$ cat src/stt_pkg.sv
// Package with token codes, token layout and sizes for the source text tokenizer.
`default_nettype none

package stt_pkg;

   // Token kinds.
   localparam logic [3:0] KIND_ARITH    = 4'd0;
   localparam logic [3:0] KIND_SEMI     = 4'd1;
   localparam logic [3:0] KIND_COMMA    = 4'd2;
   localparam logic [3:0] KIND_COLON    = 4'd3;
   localparam logic [3:0] KIND_EOF      = 4'd4;
   localparam logic [3:0] KIND_RELATION = 4'd5;
   localparam logic [3:0] KIND_ASSIGN   = 4'd6;
   localparam logic [3:0] KIND_ERROR    = 4'd7;
   localparam logic [3:0] KIND_PAREN    = 4'd8;
   localparam logic [3:0] KIND_BRACE    = 4'd9;
   localparam logic [3:0] KIND_NUMBER   = 4'd10;
   localparam logic [3:0] KIND_IDENT    = 4'd11;
   localparam logic [3:0] KIND_VAR      = 4'd12;
   localparam logic [3:0] KIND_PRINT    = 4'd13;
   localparam logic [3:0] KIND_IF       = 4'd14;
   localparam logic [3:0] KIND_WHILE    = 4'd15;

   // Symbol codes.
   localparam logic [3:0] SYM_NONE   = 4'd0;
   localparam logic [3:0] SYM_PLUS   = 4'd1;
   localparam logic [3:0] SYM_MINUS  = 4'd2;
   localparam logic [3:0] SYM_STAR   = 4'd3;
   localparam logic [3:0] SYM_SLASH  = 4'd4;
   localparam logic [3:0] SYM_EQ     = 4'd5;
   localparam logic [3:0] SYM_NE     = 4'd6;
   localparam logic [3:0] SYM_LE     = 4'd7;
   localparam logic [3:0] SYM_LT     = 4'd8;
   localparam logic [3:0] SYM_GE     = 4'd9;
   localparam logic [3:0] SYM_GT     = 4'd10;
   localparam logic [3:0] SYM_LPAREN = 4'd11;
   localparam logic [3:0] SYM_RPAREN = 4'd12;
   localparam logic [3:0] SYM_LBRACE = 4'd13;
   localparam logic [3:0] SYM_RBRACE = 4'd14;

   // Identifier limits.
   localparam int NAME_SLOTS = 31;
   localparam int MAX_NAME   = 31;

   localparam logic [30:0] NUM_MAX        = 31'h7FFF_FFFF;
   localparam logic [7:0]  FIRST_LINE_RST = 8'hFD;   // -3

   localparam int FIFO_DEPTH  = 4;
   localparam int RSP_TDATA_W = 312;

   // One token, first field in the highest bits.
   typedef struct packed {
      logic signed [15:0]        line_num;
      logic [NAME_SLOTS*8-1:0]   chars;
      logic [4:0]                length;
      logic [30:0]               value;
      logic [3:0]                symbol;
      logic [3:0]                kind;
   } token_type;

   localparam int TOKEN_W = $bits(token_type);

   typedef struct packed {
      logic      last;
      token_type tok;
   } entry_type;

   function automatic token_type make_token(logic [3:0] kind, logic [3:0] symbol,
                                            logic signed [15:0] line_num);
      token_type t;
      t          = '0;
      t.kind     = kind;
      t.symbol   = symbol;
      t.line_num = line_num;
      return t;
   endfunction

endpackage

`default_nettype wire

$ cat src/source_text_tokenizer_core.sv
// A taken character's tokens are registered into the result queue; rsp shows its head.
// Throughput: one character per cycle while the four-entry result queue holds two tokens or
// fewer; rsp drains one token per cycle while rsp_tready is high, so characters that keep
// yielding two tokens fill the queue and req_tready drops until it is back down to two.
// Reset (synchronous, active high) empties the result queue, clears the lexer state,
// returns to the start-of-text mode and sets first_line_number to -3.
`default_nettype none

module source_text_tokenizer_core (
   input  wire logic         clock,
   input  wire logic         reset,
   // Character channel. tdata: char_code[7:0]. tlast: end_of_text.
   input  wire logic         req_tvalid,
   output logic              req_tready,
   input  wire logic [7:0]   req_tdata,
   input  wire logic         req_tlast,
   // Token channel. tdata from bit 0 up: token_kind[3:0], symbol_code[3:0],
   // number_value[30:0], name_length[4:0], name_chars_a[63:0], name_chars_b[63:0],
   // name_chars_c[63:0], name_chars_d[55:0], line_number[15:0], zero pad[3:0].
   // tlast: last_of_run.
   output logic              rsp_tvalid,
   input  wire logic         rsp_tready,
   output logic [stt_pkg::RSP_TDATA_W-1:0] rsp_tdata,
   output logic              rsp_tlast,
   // Configuration channel. data: first_line_number[7:0], signed.
   // The channel is always ready; a write takes effect at the next start of text.
   input  wire logic         csr_valid,
   output logic              csr_ready,
   input  wire logic [7:0]   csr_data
);

   // Lexer modes. Fresh means the next character starts a new text.
   localparam logic [2:0] M_FRESH = 3'd0;
   localparam logic [2:0] M_IDLE  = 3'd1;
   localparam logic [2:0] M_NUM   = 3'd2;
   localparam logic [2:0] M_IDENT = 3'd3;
   localparam logic [2:0] M_EQ    = 3'd4;
   localparam logic [2:0] M_BANG  = 3'd5;
   localparam logic [2:0] M_LT    = 3'd6;
   localparam logic [2:0] M_GT    = 3'd7;

   localparam int PTR_W = $clog2(stt_pkg::FIFO_DEPTH);
   localparam int CNT_W = $clog2(stt_pkg::FIFO_DEPTH + 1);

   // Configuration register.
   logic [7:0]          first_line_ff;

   // Lexer state.
   logic [2:0]          mode_ff, mode_in;
   logic [4:0]          fill_ff, fill_in;
   logic [30:0]         accum_ff, accum_in;
   logic signed [15:0]  line_ff, line_in;
   logic [7:0]          name_ff [stt_pkg::NAME_SLOTS];

   // Name store write port.
   logic                name_we;
   logic [4:0]          name_waddr;
   logic [7:0]          name_wdata;

   // Result queue.
   stt_pkg::entry_type  fifo_ff [stt_pkg::FIFO_DEPTH];
   logic [PTR_W-1:0]    wr_ptr_ff, rd_ptr_ff;
   logic [CNT_W-1:0]    count_ff;

   logic                item_xfer;
   logic                rsp_xfer;
   logic [7:0]          ch;
   logic                is_digit;
   logic                is_alpha;
   logic [2:0]          mode_eff;
   logic signed [15:0]  line_base;
   logic [34:0]         num_next;
   logic [stt_pkg::NAME_SLOTS*8-1:0] ident_chars;

   // Pending token that a flush emits, and the tokens produced for this character.
   logic                flush_valid;
   stt_pkg::token_type  flush_tok;
   logic                a_valid, b_valid;
   stt_pkg::token_type  a_tok, b_tok;
   logic [PTR_W-1:0]    b_idx;
   logic [CNT_W-1:0]    push_n;

   assign csr_ready  = 1'b1;

   // Room for two tokens is kept before a character is taken, so a character
   // never has to be refused halfway.
   assign req_tready = (count_ff <= CNT_W'(stt_pkg::FIFO_DEPTH - 2));
   assign item_xfer  = req_tvalid && req_tready;

   assign rsp_tvalid = (count_ff != '0);
   assign rsp_xfer   = rsp_tvalid && rsp_tready;
   assign rsp_tdata  = stt_pkg::RSP_TDATA_W'(fifo_ff[rd_ptr_ff].tok);
   assign rsp_tlast  = fifo_ff[rd_ptr_ff].last;

   assign ch       = req_tdata;
   assign is_digit = (ch >= "0") && (ch <= "9");
   assign is_alpha = ((ch >= "a") && (ch <= "z")) || ((ch >= "A") && (ch <= "Z"));

   // At the start of a text the line count is loaded from the register before
   // anything else, and the mode behaves as idle.
   assign mode_eff  = (mode_ff == M_FRESH) ? M_IDLE : mode_ff;
   assign line_base = (mode_ff == M_FRESH) ? {{8{first_line_ff[7]}}, first_line_ff} : line_ff;

   // Decimal accumulate: value * 10 + digit, by shift and add.
   assign num_next = 35'({accum_ff, 3'b000}) + 35'({accum_ff, 1'b0}) + 35'(ch - "0");

   // Identifier bytes at and beyond the fill are shown as zero.
   always_comb begin
      for (int i = 0; i < stt_pkg::NAME_SLOTS; i++) begin
         ident_chars[i*8 +: 8] = (5'(i) < fill_ff) ? name_ff[i] : 8'h00;
      end
   end

   // Token held by the current mode, emitted when the mode is left.
   always_comb begin
      flush_valid = 1'b1;
      flush_tok   = stt_pkg::make_token(stt_pkg::KIND_ERROR, stt_pkg::SYM_NONE, line_base);
      case (mode_eff)
         M_NUM: begin
            flush_tok.kind  = stt_pkg::KIND_NUMBER;
            flush_tok.value = accum_ff;
         end
         M_IDENT: begin
            if (fill_ff == 5'd3 && name_ff[0] == "v" && name_ff[1] == "a"
                && name_ff[2] == "r") begin
               flush_tok.kind = stt_pkg::KIND_VAR;
            end else if (fill_ff == 5'd5 && name_ff[0] == "p" && name_ff[1] == "r"
                         && name_ff[2] == "i" && name_ff[3] == "n"
                         && name_ff[4] == "t") begin
               flush_tok.kind = stt_pkg::KIND_PRINT;
            end else if (fill_ff == 5'd2 && name_ff[0] == "i" && name_ff[1] == "f") begin
               flush_tok.kind = stt_pkg::KIND_IF;
            end else if (fill_ff == 5'd5 && name_ff[0] == "w" && name_ff[1] == "h"
                         && name_ff[2] == "i" && name_ff[3] == "l"
                         && name_ff[4] == "e") begin
               flush_tok.kind = stt_pkg::KIND_WHILE;
            end else begin
               flush_tok.kind   = stt_pkg::KIND_IDENT;
               flush_tok.length = fill_ff;
               flush_tok.chars  = ident_chars;
            end
         end
         M_EQ:   flush_tok.kind = stt_pkg::KIND_ASSIGN;
         M_BANG: flush_tok.kind = stt_pkg::KIND_ERROR;   // a lone ! is an error
         M_LT: begin
            flush_tok.kind   = stt_pkg::KIND_RELATION;
            flush_tok.symbol = stt_pkg::SYM_LT;
         end
         M_GT: begin
            flush_tok.kind   = stt_pkg::KIND_RELATION;
            flush_tok.symbol = stt_pkg::SYM_GT;
         end
         default: flush_valid = 1'b0;
      endcase
   end

   // Next state and tokens of one character. Token a is always the flushed
   // token, token b the one the character itself makes; either may be absent.
   always_comb begin
      mode_in    = mode_eff;
      fill_in    = fill_ff;
      accum_in   = accum_ff;
      line_in    = line_base;
      name_we    = 1'b0;
      name_waddr = fill_ff;
      name_wdata = ch;
      a_valid    = 1'b0;
      a_tok      = flush_tok;
      b_valid    = 1'b0;
      b_tok      = stt_pkg::make_token(stt_pkg::KIND_ERROR, stt_pkg::SYM_NONE, line_base);

      if (req_tlast) begin
         // End of text: pending token, then eof, then back to the fresh mode.
         a_valid    = flush_valid;
         b_valid    = 1'b1;
         b_tok.kind = stt_pkg::KIND_EOF;
         mode_in    = M_FRESH;
         fill_in    = '0;
         accum_in   = '0;
      end else if (mode_eff == M_NUM && is_digit) begin
         accum_in = (num_next > 35'(stt_pkg::NUM_MAX)) ? stt_pkg::NUM_MAX : num_next[30:0];
      end else if (mode_eff == M_IDENT && (is_alpha || is_digit)
                   && fill_ff < 5'(stt_pkg::MAX_NAME)) begin
         name_we = 1'b1;
         fill_in = fill_ff + 5'd1;
      end else if (mode_eff >= M_EQ && ch == "=") begin
         // Two-character relation closes the pending =, !, < or >.
         b_valid    = 1'b1;
         b_tok.kind = stt_pkg::KIND_RELATION;
         case (mode_eff)
            M_EQ:    b_tok.symbol = stt_pkg::SYM_EQ;
            M_BANG:  b_tok.symbol = stt_pkg::SYM_NE;
            M_LT:    b_tok.symbol = stt_pkg::SYM_LE;
            default: b_tok.symbol = stt_pkg::SYM_GE;
         endcase
         mode_in = M_IDLE;
      end else begin
         // The character cannot extend the pending token: flush it, then
         // treat the character as the start of something new.
         a_valid  = flush_valid;
         mode_in  = M_IDLE;
         fill_in  = '0;
         accum_in = '0;
         case (ch)
            " ", "\t", "\r": ;
            "\n": begin
               if (line_base != 16'sh7FFF) begin
                  line_in = line_base + 16'sd1;
               end
            end
            "+": begin
               b_valid = 1'b1; b_tok.kind = stt_pkg::KIND_ARITH; b_tok.symbol = stt_pkg::SYM_PLUS;
            end
            "-": begin
               b_valid = 1'b1; b_tok.kind = stt_pkg::KIND_ARITH; b_tok.symbol = stt_pkg::SYM_MINUS;
            end
            "*": begin
               b_valid = 1'b1; b_tok.kind = stt_pkg::KIND_ARITH; b_tok.symbol = stt_pkg::SYM_STAR;
            end
            "/": begin
               b_valid = 1'b1; b_tok.kind = stt_pkg::KIND_ARITH; b_tok.symbol = stt_pkg::SYM_SLASH;
            end
            ";": begin
               b_valid = 1'b1; b_tok.kind = stt_pkg::KIND_SEMI;
            end
            ",": begin
               b_valid = 1'b1; b_tok.kind = stt_pkg::KIND_COMMA;
            end
            ":": begin
               b_valid = 1'b1; b_tok.kind = stt_pkg::KIND_COLON;
            end
            "(": begin
               b_valid = 1'b1; b_tok.kind = stt_pkg::KIND_PAREN; b_tok.symbol = stt_pkg::SYM_LPAREN;
            end
            ")": begin
               b_valid = 1'b1; b_tok.kind = stt_pkg::KIND_PAREN; b_tok.symbol = stt_pkg::SYM_RPAREN;
            end
            "{": begin
               b_valid = 1'b1; b_tok.kind = stt_pkg::KIND_BRACE; b_tok.symbol = stt_pkg::SYM_LBRACE;
            end
            "}": begin
               b_valid = 1'b1; b_tok.kind = stt_pkg::KIND_BRACE; b_tok.symbol = stt_pkg::SYM_RBRACE;
            end
            "=": mode_in = M_EQ;
            "!": mode_in = M_BANG;
            "<": mode_in = M_LT;
            ">": mode_in = M_GT;
            default: begin
               if (is_digit) begin
                  mode_in  = M_NUM;
                  accum_in = 31'(ch - "0");
               end else if (is_alpha) begin
                  mode_in    = M_IDENT;
                  name_we    = 1'b1;
                  name_waddr = '0;
                  fill_in    = 5'd1;
               end else begin
                  b_valid = 1'b1;   // b_tok already holds the error token
               end
            end
         endcase
      end
   end

   // The second token goes right behind the first, or in its place if there is no first.
   assign b_idx  = wr_ptr_ff + PTR_W'(a_valid);
   assign push_n = item_xfer ? (CNT_W'(a_valid) + CNT_W'(b_valid)) : '0;

   always_ff @(posedge clock) begin
      if (reset) begin
         first_line_ff <= stt_pkg::FIRST_LINE_RST;
         mode_ff       <= M_FRESH;
         fill_ff       <= '0;
         accum_ff      <= '0;
         line_ff       <= {{8{stt_pkg::FIRST_LINE_RST[7]}}, stt_pkg::FIRST_LINE_RST};
         wr_ptr_ff     <= '0;
         rd_ptr_ff     <= '0;
         count_ff      <= '0;
      end else begin
         if (csr_valid && csr_ready) begin
            first_line_ff <= csr_data;
         end
         if (item_xfer) begin
            mode_ff  <= mode_in;
            fill_ff  <= fill_in;
            accum_ff <= accum_in;
            line_ff  <= line_in;
         end
         wr_ptr_ff <= wr_ptr_ff + PTR_W'(push_n);
         if (rsp_xfer) begin
            rd_ptr_ff <= rd_ptr_ff + PTR_W'(1);
         end
         count_ff <= count_ff + push_n - CNT_W'(rsp_xfer);
      end
   end

   // Payload storage: name store and result queue entries, no reset needed.
   always_ff @(posedge clock) begin
      if (item_xfer && name_we) begin
         name_ff[name_waddr] <= name_wdata;
      end
      if (item_xfer && a_valid) begin
         fifo_ff[wr_ptr_ff].tok  <= a_tok;
         fifo_ff[wr_ptr_ff].last <= !b_valid;
      end
      if (item_xfer && b_valid) begin
         fifo_ff[b_idx].tok  <= b_tok;
         fifo_ff[b_idx].last <= 1'b1;
      end
   end

endmodule

`default_nettype wire

$ cat config.mk
export PLATFORM = sky130hd
export DESIGN_NAME = source_text_tokenizer_core
export DESIGN_NICKNAME = d
export VERILOG_FILES = /design/src/stt_pkg.sv /design/src/source_text_tokenizer_core.sv
export SDC_FILE = /design/constraint.sdc
export NUM_CORES = 2
export LEC_CHECK = 0
export BUFFER_PORTS_ARGS = -buffer_cell sky130_fd_sc_hd__buf_2
export CORE_AREA = 8 8 419 339
export CTS_BUF_LIST = sky130_fd_sc_hd__clkbuf_2 sky130_fd_sc_hd__clkbuf_4 sky130_fd_sc_hd__clkbuf_8
export CTS_CLUSTER_DIAMETER = 120
export CTS_CLUSTER_SIZE = 24
export DETAILED_ROUTE_END_ITERATION = 6
export DIE_AREA = 0 0 427 347
export PLACE_DENSITY = 0.67
export SYNTH_ARGS = -nofsm -noshare
export SYNTH_HDL_FRONTEND = slang
export SYNTH_SLANG_ARGS = --single-unit
$ cat constraint.sdc
create_clock -name clock -period 8.2 [get_ports clock]
set_input_delay 0.82 -clock clock [delete_from_list [all_inputs] [get_ports clock]]
set_output_delay 0.82 -clock clock [all_outputs]
set_load 0.005 [all_outputs]
* Word-level counts from Yosys, hierarchy flattened
Memories as Yosys holds them, arrays and structs flattened. A register that Yosys moved wholly into a read port is not among the register bits.
Cells that the tools add are included.
** Word-level totals
- Input port bits :: 22
- Memories kept :: 2
- Bits in writable memories :: 1484
- Logic and storage cells :: 268
- Output and inout port bits :: 316
- Bits in registers :: 70
** Operators by class
- $lt $le $gt $ge :: 41
- Mux-type cells :: 115
- Add/sub/neg operators :: 12
- Eq/ne operators :: 47
- Reductions and logical operators :: 43
** Memories
- fifo_ff :: depth 4, bits a word 309, read ports 1, clocked after memory_dff 1, write ports 2, RTL line source_text_tokenizer_core.sv:61 : stt_pkg::entry_type fifo_ff [stt_pkg::FIFO_DEPTH];
- name_ff :: depth 31, bits a word 8, read ports 31, clocked after memory_dff 0, write ports 1, RTL line source_text_tokenizer_core.sv:53 : logic [7:0] name_ff [stt_pkg::NAME_SLOTS];
** Operators by type and width (number)
- two-way mux 253 bit :: 5
- two-way mux 8 bit :: 34
- two-way mux 31 bit :: 8
- equality test 8 x 7 -> 1 bit, second input constant :: 17
- equality test 8 x 6 -> 1 bit, second input constant :: 14
- two-way mux 16 bit :: 7
- less-than comparator 5 bit, first input constant :: 15
- two-way mux 5 bit :: 11
- less-than comparator 4 x 5 -> 1 bit, first input constant :: 8
- adder 34 x 32 -> 35 bit :: 1
- adder 35 bit :: 1
- greater-than comparator 35 x 31 -> 1 bit, second input constant :: 1
- case mux 4 bit (8 select lines) :: 1
- logical AND 1 bit :: 27
- two-way mux 1 bit :: 27
- case mux 4 bit (6 select lines) :: 1
- less-than comparator 3 x 5 -> 1 bit, first input constant :: 4
- two-way mux 4 bit :: 5
- OR reduction 19 bit :: 1
- two-way mux 3 bit :: 6
- subtractor 8 x 6 -> 9 bit, second input constant :: 2
- adder 16 x 2 -> 16 bit, second input constant :: 1
- equality test 8 x 4 -> 1 bit, second input constant :: 2
- >= comparator 8 x 7 -> 1 bit, second input constant :: 2
- other kinds (39) :: 57

* Longest topological paths before layout
- Depth after elaboration :: 14
- Depth in mapped cells :: 20
- Depth with buffers taken out :: 19

* Least setup slack after synthesis
Ideal clock, no wire load.
- Path kind :: input-to-reg
- From :: input req_tdata[4]
- To :: register accum_ff[12]
- Data required time :: 8.059 ns
- Library setup time :: 0.141 ns
- Path slack :: 1.204 ns
- Stages on the path :: 16
- Data arrival time :: 6.856 ns
- Cell sequence :: ha_1 -> buf_2 -> nor3_1 -> fa_1 -> ha_1 -> buf_2 -> a21oi_1 -> o21ai_0 -> or2_2 -> o2111ai_1 -> or4b_1 -> xnor2_1 -> nand3_1 -> nor2_2 -> buf_4 -> a41oi_1
** Between the ends
- Word-level cells in the longest chain between the ends :: 8
- Elaborated cells on any way between the ends :: 49
- Classes of those cells :: 3 x add/sub; 7 x order compare; 21 x eq/ne; 7 x mux; 11 x reduce/logical
** Ends and longest elaborated chain
- from (decl) :: RTL line source_text_tokenizer_core.sv:15 : input wire logic [7:0] req_tdata,
- parallel branches: the longest is 8 deep, another holds adder 35 bit
- to (signal assigned) :: RTL line source_text_tokenizer_core.sv:286 : accum_ff <= accum_in;
- to (decl) :: RTL line source_text_tokenizer_core.sv:51 : logic [30:0] accum_ff, accum_in;
Parallel ways; which one is timed is not known. The select of a mux whose other input is x is not followed.
A chain may end at the register's enable or synchronous reset.

* Worst setup path in the final report
- From :: input req_tdata[4]
- To :: register accum_ff[30]
The elaborated chain is that of the path after synthesis.

==> results.cfg <==
[detailed_routing]
drc = 0
wire_per_inst_um = 23.3
drt-total-wl_um = 205000
vias = 53100
drtPass1Iterations = 6
postRouteAntennaNets = 0
vias_per_cell = 6.05
drtIter0Drc = 5679

[timing]
min_period_ps = 5830
rsz0062_at_grt = false
hold_viol_final = 0
maxSlewViolCount = 0
max_freq_ghz = 0.172
fin_tns_setup_ps = 0
skew_ps = 58.7
setup_violations = 0
maxSlewHeadroom_pct = 6.92
tightest_slew_ps = 1400
post-route-period-util_pct = 71.1

[global_route]
grt_use_total_pct = 26.6
first_global_vias = 51000
grt_max_degree = 202
gr-total-overflow = 0
grt_pass1_wl_um = 313000
antenna_found_initial = 14

[worst_setup_path]
critPathLaunchType = input port
worstSetupEndpointType = flop
path_max_fanout = 26
critPathKind = in -> reg
crit_arrival_ps = 6540
ff2ff_path_depth = 8
rr_endpoint = name_ff[18][2]$_DFFE_PP_
timing.rr.start = mode_ff[0]$_SDFFE_PP0P_
cp.required_ps = 8910
rrSetupSlack_ps = 2540

[power_and_ir_drop]
internal_power_uw = 9720
swShare_pct = 28.7
finalPower_uw = 13600
power_frac_comb_pct = 15.2
p_per_area_nw_per_um2 = 193
p_sw_uw = 3920
p_leak_uw = 0.0248
ir_drop_v = 0.000263
p_clk_share_pct = 25.6
pwr-share-seq_pct = 59.2

[die]
start_util_pct = 49.7
die-area_um2 = 148000
num_rows = 121
io_pins = 338
die_height_um = 347
coreArea_um2 = 135000
die_width_um = 427

[placed_design]
post_dp_cell_area_um2 = 69400
gp_congestion = 0.911
port_buffers = 332
dp_hpwl_um = 117000

[clock_network]
cts.clk_slew.worst_paths_ps = 150
htree_levels = 3
clock_latency_ps = 890
clk_root_buffer_cell = clkbuf_8
cts_buffer_depth = 3
cts_setup_buffers = 0
cts_buffers = 74
cts_tree = yes
cts_resized = 0
hold_buffers = 0
cts.sinks = 1556

[yosys]
synthesis.area_um2 = 67100
synth_top_area_share_pct = 36.1
yosysMostFrequentCell = a21oi_1
yosys_warnings = 0
seq_area_frac_synth_pct = 51.5
synthTopCellsByArea = dfxtp_1 (36%), edfxtp_1 (15%), mux4_2 (10%)
synth_ff_type = dfxtp_1
synth_edf_count = 344
ys_types = 94
ys_ff_latch = 1556
synth_top_area_cell = dfxtp_1
avgSynthCellArea_um2 = 9.52
ys_async_sr_fraction_pct = 0
syn_inst = 7056
ys_top_cells_by_count = a21oi_1 (1,222), dfxtp_1 (1,212), nor2_1 (1,022), nand2_1 (971), nand3_1 (656)

[finish]
syn_to_final_growth_pct = 5.51
fin_nets = 7037
drive_gt1_share_pct = 14.3
postLayoutCellArea_um2 = 70800

[worst_hold_path]
hold_depth = 3
hp-start = csr_data[5]
min_to = first_line_ff[5]$_SDFFE_PP1P_
hold_class = in -> reg

[flow_run]
drv_cap = 0

[outcome]
status = completed
-- layout by cell type (no fill, tap or decap), drive strengths merged, types with 6 or more instances in the layout --
cell    Yosys  routed
a21o       12      12
a21oi    1225    1225
a221oi     23      23
a31oi      10      10
a41oi       6       6
and2       15      15
and3       57      57
buf       309     414
clkbuf    306     123
dfxtp    1212    1212
diode       0       8
edfxtp    344     344
fa         31      31
ha         50      50
inv        39      42
mux2i      15      15
mux4      309     309
nand2     972     972
nand2b      8       8
nand3     706     706
nand3b      8       8
nand4      35      35
nor2     1028    1028
nor2b       9       9
nor3       28      28
nor3b       6       6
nor4       13      13
o211ai     20      20
o21a       13      13
o21ai      70      70
o31ai      21      21
or2        10      10
or3        12      12
xnor2      26      26
xor2       25      25
-- through the flow --
| step | instances | hold WS (ps) | setup slack [ps] | util [%] |
|---|---|---|---|---|
| global route | 8769 | 127 | 2080 | 52.4 |
| global placement | 8641 | 438 | 1550 | 51.4 |
| detailed placement | 8641 | 443 | 1510 | 51.4 |
| CTS | 8768 | 99.7 | 2470 | 52.4 |
| floorplan | 7059 | 433 | 1200 | - |
| finish | 8776 | 169 | 2370 | 52.5 |
-- worst max path at each step --
stage | start | endpoint | slack (ps) | cells after the start
2_1_floorplan | req_tdata[4] | accum_ff[12]$_SDFFE_PP0P_ | 1200 | 16
3_3_place_gp | req_tdata[4] | accum_ff[30]$_SDFFE_PP0P_ | 1550 | 16
3_5_place_dp | req_tdata[4] | accum_ff[30]$_SDFFE_PP0P_ | 1510 | 16
4_1_cts | req_tdata[4] | accum_ff[30]$_SDFFE_PP0P_ | 2470 | 16
5_1_grt | req_tdata[4] | accum_ff[30]$_SDFFE_PP0P_ | 2080 | 16
6_report | req_tdata[4] | accum_ff[30]$_SDFFE_PP0P_ | 2370 | 16
-- registers in the layout (all words and copies together) (netlist names), named ones only --
register / flops
fifo_ff: 1236
count_ff: 3
mode_ff: 3
first_line_ff: 8
line_ff: 16
rd_ptr_ff: 2
wr_ptr_ff: 2
name_ff: 248
fill_ff: 5
accum_ff: 31
-- logic make-up (layout without fill, tap and decap cells) --
family                   Yosys count  in the layout  synth area share [%]
AND/OR/NAND/NOR                 2934           2934                  19.2
XOR/XNOR                          51             51                 0.665
AO/OA/AOI/OAI                   1453           1453                  11.8
other                              2             13                0.0112
multiplexers                     325            325                  10.6
adder cells (fa/ha/maj)           81             81                  1.86
buffers and inverters            654            580                  4.25
flip-flops                      1556           1556                  51.5
-- area by class of cell --
class                           count  area (µm²)
Tap cell                         1783        2230
Timing Repair Buffer              414        2510
Antenna cell                        8        20.0
Clock inverter                      4        36.3
Sequential cell                  1556       34600
Fill cell                       12100       64200
Multi-Input combinational cell   4849       29900
Inverter                           39         146
Clock buffer                      123        1420
-- critical path: stages --
cell and delay (ps):
buf_2 800, ha_1 630, nor3_2 70, buf_4 290
fa_1 480, ha_1 380, a21oi_1 210, o21ai_0 160
or2_2 320, o2111ai_1 180, or4b_1 480, xnor2_1 160
nand3_1 250, nor2_2 730, buf_4 390, a41oi_1 150
-- power by group through the flow --
stage | clock, µW | sequential (µW) | combinational, µW
after floorplan | 0 | 8160 | 1450
after global placement | 0 | 8240 | 2070
after detailed placement | 0 | 8240 | 2070
after CTS | 3550 | 8070 | 2080
after global routing | 3790 | 8090 | 2190
final | 3490 | 8070 | 2070
-- routing by layer --
metal	GRT usage, %	share of wire, %	vias up
li1	-	-	24400
met3	3.92	8.2	320
met1	36.9	42	26000
met4	8.47	3.2	6
met5	0	0.015	-
met2	43.0	47	2348
Power figures use the tool's default switching activity.
